## config.mk

```make
export PLATFORM = sky130hd
export DESIGN_NAME = murmur2_hash32_top
export DESIGN_NICKNAME = d
export VERILOG_FILES = /design/src/mur2_pkg.sv /design/src/mur2_mul.sv /design/src/murmur2_hash32_top.sv
export SDC_FILE = /design/constraint.sdc
export NUM_CORES = 1
export LEC_CHECK = 0
export ABC_AREA = 0
export BUFFER_PORTS_ARGS = -buffer_cell sky130_fd_sc_hd__buf_4
export CORE_MARGIN = 8
export CORE_UTILIZATION = 57
export CTS_CLUSTER_DIAMETER = 30
export CTS_CLUSTER_SIZE = 14
export DETAILED_ROUTE_END_ITERATION = 7
export PLACE_DENSITY = 0.79
export RECOVER_POWER = 25
export SLEW_MARGIN = 40
export SYNTH_ARGS = -nofsm -noshare
export SYNTH_HDL_FRONTEND = slang
export SYNTH_HIERARCHICAL = 1
export SYNTH_SLANG_ARGS = --single-unit
```

## constraint.sdc

```tcl
create_clock -name clock -period 8.4 [get_ports clock]
set_input_delay 0.84 -clock clock [delete_from_list [all_inputs] [get_ports clock]]
set_output_delay 0.84 -clock clock [all_outputs]
set_load 0.02 [all_outputs]
```

## src/mur2_pkg.sv

```systemverilog
`timescale 1ns / 1ps
// ----------------------------------------------------------------------------
// mur2_pkg
// Shared types and constants for the streaming 32-bit MurmurHash2 block.
// ----------------------------------------------------------------------------
package mur2_pkg;

   typedef logic [31:0] word_type;
   typedef logic [2:0]  count_type;

   localparam word_type MIX_MUL     = 32'h5bd1_e995;
   localparam int       MIX_SHIFT   = 24;
   localparam int       FIN_SHIFT_A = 13;
   localparam int       FIN_SHIFT_B = 15;
   localparam word_type SEED_RESET  = 32'd5381;

   // Byte mask for a partial tail word; zero for empty and full words.
   function automatic word_type tail_mask(input count_type count);
      word_type mask;
      begin
         case (count)
            3'd1:    mask = 32'h0000_00ff;
            3'd2:    mask = 32'h0000_ffff;
            3'd3:    mask = 32'h00ff_ffff;
            default: mask = '0;
         endcase
         return mask;
      end
   endfunction

endpackage

```

## src/mur2_mul.sv

```systemverilog
`timescale 1ns / 1ps
// ----------------------------------------------------------------------------
// mur2_mul
// Shared multiplier by the mix constant, low 32 bits, registered product.
// ----------------------------------------------------------------------------
module mur2_mul (
   input  logic              clock,
   input  logic              enable,
   input  mur2_pkg::word_type operand,
   output mur2_pkg::word_type product
);
   import mur2_pkg::*;

   word_type product_ff;
   word_type product_in;

   assign product_in = word_type'(operand * MIX_MUL);

   always_ff @(posedge clock) begin
      if (enable) begin
         product_ff <= product_in;
      end
   end

   assign product = product_ff;

endmodule

```

## src/murmur2_hash32_top.sv

```systemverilog
`timescale 1ns / 1ps
// ----------------------------------------------------------------------------
// murmur2_hash32_top
// Streaming 32-bit MurmurHash2 over a key delivered as 32-bit words.
// ----------------------------------------------------------------------------
// Usage:
//  - Request channel (req_*): one key word per request, first byte in bits
//    7:0. req_first loads the hash with seed ^ req_key_length; req_last
//    closes the key and produces one response. req_byte_count is 4 for full
//    words, 1..3 for a tail, 0 for an empty key.
//  - Response channel (rsp_*): one hash per request marked last.
//  - CSR channel (csr_*): writes the seed; always ready. Write only while
//    the block is idle.
//  - Timing: all products come from one registered 32x32 multiplier by the
//    mix constant, so the multiplier sets the rate. A full word passes
//    through accept and states K1, K2, K3, a tail through accept and T1, an
//    empty word through accept alone. A request marked last adds states F1
//    and F2 before the hash is registered on rsp_hash_value.
//  - Stall: the response sits in an output register; the next key can be
//    accepted while it waits. A second finished hash waits in the final
//    state (req_stall high) until the output register frees up.
//  - Reset (synchronous): seed returns to 5381, accumulator to zero, no
//    response pending.
// ----------------------------------------------------------------------------
module murmur2_hash32_top (
   input  logic                clock,
   input  logic                reset,
   // request channel
   input  logic                req_valid,
   output logic                req_stall,
   input  mur2_pkg::word_type  req_key_word,
   input  mur2_pkg::count_type req_byte_count,
   input  mur2_pkg::word_type  req_key_length,
   input  logic                req_first,
   input  logic                req_last,
   // response channel
   output logic                rsp_valid,
   input  logic                rsp_stall,
   output mur2_pkg::word_type  rsp_hash_value,
   // seed register
   input  logic                csr_valid,
   output logic                csr_ready,
   input  mur2_pkg::word_type  csr_seed
);
   import mur2_pkg::*;

   // sequencer states
   localparam logic [2:0] S_IDLE = 3'd0;  // accept; multiply accumulator
   localparam logic [2:0] S_K1   = 3'd1;  // store acc*M; multiply word
   localparam logic [2:0] S_K2   = 3'd2;  // multiply k ^ k>>24
   localparam logic [2:0] S_K3   = 3'd3;  // acc ^= k
   localparam logic [2:0] S_T1   = 3'd4;  // store tail product
   localparam logic [2:0] S_F1   = 3'd5;  // multiply h ^ h>>13
   localparam logic [2:0] S_F2   = 3'd6;  // h ^ h>>15 to output register

   logic [2:0] state_ff, state_in;
   word_type   seed_ff, seed_in;
   word_type   acc_ff, acc_in;
   word_type   word_ff, word_in;
   logic       last_ff, last_in;
   logic       rsp_valid_ff, rsp_valid_in;
   word_type   rsp_hash_ff, rsp_hash_in;

   logic       req_accept;
   logic       rsp_take;
   logic       out_free;
   word_type   acc_load;
   word_type   mul_operand;
   word_type   mul_product;
   logic       mul_enable;

   assign req_accept = req_valid && !req_stall;
   assign rsp_take   = rsp_valid_ff && !rsp_stall;
   assign out_free   = !rsp_valid_ff || !rsp_stall;

   assign req_stall = (state_ff != S_IDLE);
   assign csr_ready = 1'b1;
   assign rsp_valid = rsp_valid_ff;
   assign rsp_hash_value = rsp_hash_ff;

   assign seed_in  = (csr_valid && csr_ready) ? csr_seed : seed_ff;
   assign acc_load = req_first ? (seed_ff ^ req_key_length) : acc_ff;

   mur2_mul u_mul (
      .clock   (clock),
      .enable  (mul_enable),
      .operand (mul_operand),
      .product (mul_product)
   );

   // sequencer and multiplier operand select
   always_comb begin
      state_in     = state_ff;
      acc_in       = acc_ff;
      word_in      = word_ff;
      last_in      = last_ff;
      rsp_valid_in = rsp_take ? 1'b0 : rsp_valid_ff;
      rsp_hash_in  = rsp_hash_ff;
      mul_operand  = acc_ff;
      mul_enable   = 1'b0;

      unique case (state_ff)
         S_IDLE: begin
            // tail words fold the masked bytes in before the multiply
            mul_operand = acc_load ^ (req_key_word & tail_mask(req_byte_count));
            if (req_accept) begin
               mul_enable = 1'b1;
               acc_in     = acc_load;
               word_in    = req_key_word;
               last_in    = req_last;
               if (req_byte_count[2]) begin
                  state_in = S_K1;
               end else if (req_byte_count != '0) begin
                  state_in = S_T1;
               end else if (req_last) begin
                  state_in = S_F1;
               end
            end
         end
         S_K1: begin
            acc_in      = mul_product;
            mul_operand = word_ff;
            mul_enable  = 1'b1;
            state_in    = S_K2;
         end
         S_K2: begin
            mul_operand = mul_product ^ (mul_product >> MIX_SHIFT);
            mul_enable  = 1'b1;
            state_in    = S_K3;
         end
         S_K3: begin
            acc_in   = acc_ff ^ mul_product;
            state_in = last_ff ? S_F1 : S_IDLE;
         end
         S_T1: begin
            acc_in   = mul_product;
            state_in = last_ff ? S_F1 : S_IDLE;
         end
         S_F1: begin
            mul_operand = acc_ff ^ (acc_ff >> FIN_SHIFT_A);
            mul_enable  = 1'b1;
            state_in    = S_F2;
         end
         S_F2: begin
            if (out_free) begin
               rsp_valid_in = 1'b1;
               rsp_hash_in  = mul_product ^ (mul_product >> FIN_SHIFT_B);
               state_in     = S_IDLE;
            end
         end
         default: begin
            state_in = S_IDLE;
         end
      endcase
   end

   always_ff @(posedge clock) begin
      if (reset) begin
         state_ff     <= S_IDLE;
         seed_ff      <= SEED_RESET;
         acc_ff       <= '0;
         rsp_valid_ff <= 1'b0;
      end else begin
         state_ff     <= state_in;
         seed_ff      <= seed_in;
         acc_ff       <= acc_in;
         rsp_valid_ff <= rsp_valid_in;
      end
   end

   always_ff @(posedge clock) begin
      word_ff     <= word_in;
      last_ff     <= last_in;
      rsp_hash_ff <= rsp_hash_in;
   end

   // an empty word that does not close the key leaves the block ready
   a_empty_quick: assert property (@(posedge clock) disable iff (reset)
      (req_accept && req_byte_count == '0 && !req_last) |=> !req_stall)
      else $error("empty word did not return to idle");

   // a full word that does not close the key returns to idle after K1, K2 and K3
   a_full_rate: assert property (@(posedge clock) disable iff (reset)
      (req_accept && req_byte_count[2] && !req_last) |-> ##4 !req_stall)
      else $error("full word sequence length wrong");

   // a new response only appears out of the final state
   a_rsp_source: assert property (@(posedge clock) disable iff (reset)
      $rose(rsp_valid_ff) |-> $past(state_ff) == S_F2)
      else $error("response raised outside final state");

   // a finished hash waits while the output register is occupied
   a_fin_hold: assert property (@(posedge clock) disable iff (reset)
      (state_ff == S_F2 && rsp_valid_ff && rsp_stall) |=> state_ff == S_F2)
      else $error("finished hash dropped while output stalled");

endmodule
```

==> impl_summary.log <==
INFO  metric cts.root.buffer_cell = sky130_fd_sc_hd__clkbuf_16
INFO  metric regToRegStartpoint = state_ff[2]$_SDFFE_PP0P_
INFO  metric fmax = 0.123 GHz
INFO  metric detail-route-antenna-nets = 0
INFO  metric gr-total-overflow = 0
INFO  metric holdCritStartpoint = seed_ff[11]$_SDFFE_PP0P_
INFO  metric worst-r2r-setup-slack = 290 ps
INFO  metric clk_pin_slew = 60 ps
INFO  metric yosys_warnings = 6
INFO  metric timing.hold.worst_path_depth = 2
INFO  metric ys_ff_latch = 165
INFO  metric run_status = finished with violations
INFO  metric fin_crit_sh = 0.966
INFO  metric num_io_pins = 141
INFO  metric synth_edf_count = 97
INFO  metric worst_skew_pair.late_latency = 440 ps
INFO  metric first_iter_violations = 1634
INFO  metric critical-path-top-cell-by-count = sky130_fd_sc_hd__inv_1
INFO  metric synthFlopType = sky130_fd_sc_hd__edfxtp_1
INFO  metric avgRoutedWirePerCell = 22.2 µm
INFO  metric via_count = 15369
INFO  metric startpoint_type = flip-flop
INFO  metric failed_checks = capacitance limit, slew limit
INFO  metric placement_rows = 66
INFO  metric hold-path-endpoint = seed_ff[11]$_SDFFE_PP0P_
INFO  metric clock_tree.buffer_depth = 2
INFO  metric cts_post_setup_buffers_inserted = 0
INFO  metric setup.worst_path.end_class = flip-flop
INFO  metric hold_buffers = 0
INFO  metric post-route-drc-count = 0
INFO  metric crit_arrival = 8300 ps
INFO  metric yosys.cell_count.top_type = sky130_fd_sc_hd__inv_1
INFO  metric timing.reg2reg.worst_path_depth = 26
INFO  metric synth.lib_cells_used.distinct = 69
INFO  metric dieWidth = 198 µm
INFO  metric cts_buffers = 17
INFO  metric hold_path.class = flip-flop to flip-flop
INFO  metric relSlewSlack = -0.661
INFO  metric antenna_found_initial = 0
INFO  metric worst_hold_slack = 516 ps
INFO  metric synth_commonest_cells = sky130_fd_sc_hd__inv_1 (381), sky130_fd_sc_hd__ha_1 (216), sky130_fd_sc_hd__fa_1 (181)
INFO  metric postSynthAreaPerCell = 9.39 µm²
INFO  metric groute.layer.met1.usage = 0.375
INFO  metric nNetsFinal = 2639
INFO  metric post-route-min-period = 8110 ps
INFO  metric synthDominantAreaCellType = sky130_fd_sc_hd__fa_1
INFO  metric place_worst_setup_slack = 92.2 ps
INFO  metric grt.met2_usage = 0.489
INFO  metric dp_hpwl = 44600 µm
INFO  metric clock_tree.htree_level_count = 4
INFO  metric slew_viol_final = 38
INFO  metric rsz0062_at_grt = false
INFO  metric netlist_instances = 2002
INFO  metric layout-drive-gt1-share = 0.107
INFO  metric insertedDiodeCount = 0
INFO  metric core-area = 32500 µm²
INFO  metric drtPass1Iterations = 6
INFO  metric grt_start_max_net_pins = 102
INFO  metric worst-setup-path-type = flip-flop to flip-flop
INFO  metric final_critical_path_setup_slack = 287 ps
INFO  metric globalplace.congestion = 0.962
INFO  metric dieHeight = 198 µm
INFO  metric crit_path_largest_cell_delay = 620 ps
INFO  metric tritoncts = built
INFO  metric syn_to_final_growth = 11.6%
INFO  metric numPortBuffers = 139
INFO  metric groute.usage.overall = 0.296
INFO  metric synth_fp_nets = 2505
INFO  metric setup_tns = 0 ps
INFO  metric worstMarginPinSlew = 2490 ps
INFO  metric cts_num_sinks = 165
INFO  metric design.die.area = 39000 µm²
INFO  metric grtUsageMet3 = 0.0451
INFO  metric synth.top_cells.by_area = sky130_fd_sc_hd__fa_1 (19%), sky130_fd_sc_hd__edfxtp_1 (16%), sky130_fd_sc_hd__ha_1 (14%), sky130_fd_sc_hd__inv_1 (7.6%), sky130_fd_sc_hd__dfxtp_1 (7.2%)
INFO  metric first_global_vias = 15558
INFO  metric synth.yosys.seq_area_share = 0.227
INFO  metric gr-max-usage-layer = met2
INFO  metric first_pass_grt_wire_length = 88700 µm
INFO  metric route.detailed.vias_per_inst = 5.93
INFO  metric final_hold_viol_count = 0
INFO  metric cp_slowest_cell = sky130_fd_sc_hd__o21ai_0
INFO  metric initial_core_util = 0.578
INFO  metric worst-endpoint-required = 8590 ps
INFO  metric cts-resized-gates = 0
INFO  metric asyncSetResetFlopFracSynth = 0
INFO  metric routed_wire_length = 57600 µm
INFO  metric finClkSkew = 7.10 ps
INFO  metric synth.cell_area = 18800 µm²
INFO  metric max_cap_viol_count = 1
INFO  metric yosys.area.top_type_share = 0.193
INFO  metric path_max_fanout = 18
INFO  metric regToRegEndpoint = u_mul/product[30]$_DFFE_PP_
INFO  metric setup_viol = 0
## per-stage QoR
step	util	area, µm²	std cells
floorplan	-	18800	2002
global placement	0.631	20500	2559
detailed placement	0.631	20500	2559
CTS	0.648	21100	2591
global route	0.645	21000	2591
finish	0.645	21000	2591
## sequential cells by signal, indices dropped and copies added (netlist names)
signal	cells
word_ff	32
rsp_valid	1
u_mul/product	32
seed_ff	32
acc_ff	32
last_ff	1
state_ff	3
rsp_hash_value	32
## worst max path at each step
stage / from / to / slack [ps] / cells past startpoint
after floorplan: req_first / u_mul/product[31]$_DFFE_PP_ / 50 / 28
after global placement: req_first / u_mul/product[31]$_DFFE_PP_ / 210 / 27
after detailed placement: req_first / u_mul/product[31]$_DFFE_PP_ / 90 / 27
after CTS: state_ff[2]$_SDFFE_PP0P_ / u_mul/product[30]$_DFFE_PP_ / 390 / 26
after global routing: state_ff[2]$_SDFFE_PP0P_ / u_mul/product[30]$_DFFE_PP_ / 10 / 26
final: state_ff[2]$_SDFFE_PP0P_ / u_mul/product[30]$_DFFE_PP_ / 290 / 26
## routing by layer
metal | vias up | wire length [µm]
met1 | 7468 | 22800
met2 | 790 | 27000
li1 | 6933 | -
met5 | - | 0
met3 | 178 | 4740
met4 | 0 | 3040
## logic make-up after synthesis
family	count (synthesis)	share of synthesized area
and+or+nand+nor	357	0.0930
muxes	63	0.0336
xor gates and xnor gates	133	0.0652
AOI/OAI and AO/OA	411	0.143
adders and majority gates	397	0.337
other	1	0.000200
buffers and inverters	475	0.101
DFF	165	0.227
## critical path: cells and delay by family (launching register included)
kind,cells,cell delay (ps)
AOI/OAI and AO/OA,7,2230
xor gates and xnor gates,1,80
adders and majority gates,9,3830
buffers and inverters,7,770
DFF,1,430
and+or+nand+nor,2,530
## layout by cell type (no fill, tap or decap), drive strengths merged, types with 19 or more instances in the layout
master / n
a211oi: 23
a21oi: 85
a41o: 20
and3b: 19
buf: 168
clkbuf: 59
dfxtp: 68
edfxtp: 97
fa: 181
ha: 216
inv: 384
mux2i: 63
nand2: 138
nor2: 86
nor2b: 44
o21ai: 148
o2bb2ai: 19
o31ai: 21
xnor2: 67
xor2: 65
## layout make-up
class	count	area, µm²
multi-input cells	1362	12600
fillers	2620	11600
flip-flops and latches	165	4280
repair buffers	208	1520
inverters	382	1430
well taps	442	553
clock buffers	19	433
clock inverters	13	108
Power is left out: the tool's default activity adds up to more than one toggle a clock period on the data nets, which glitch-free logic cannot reach.
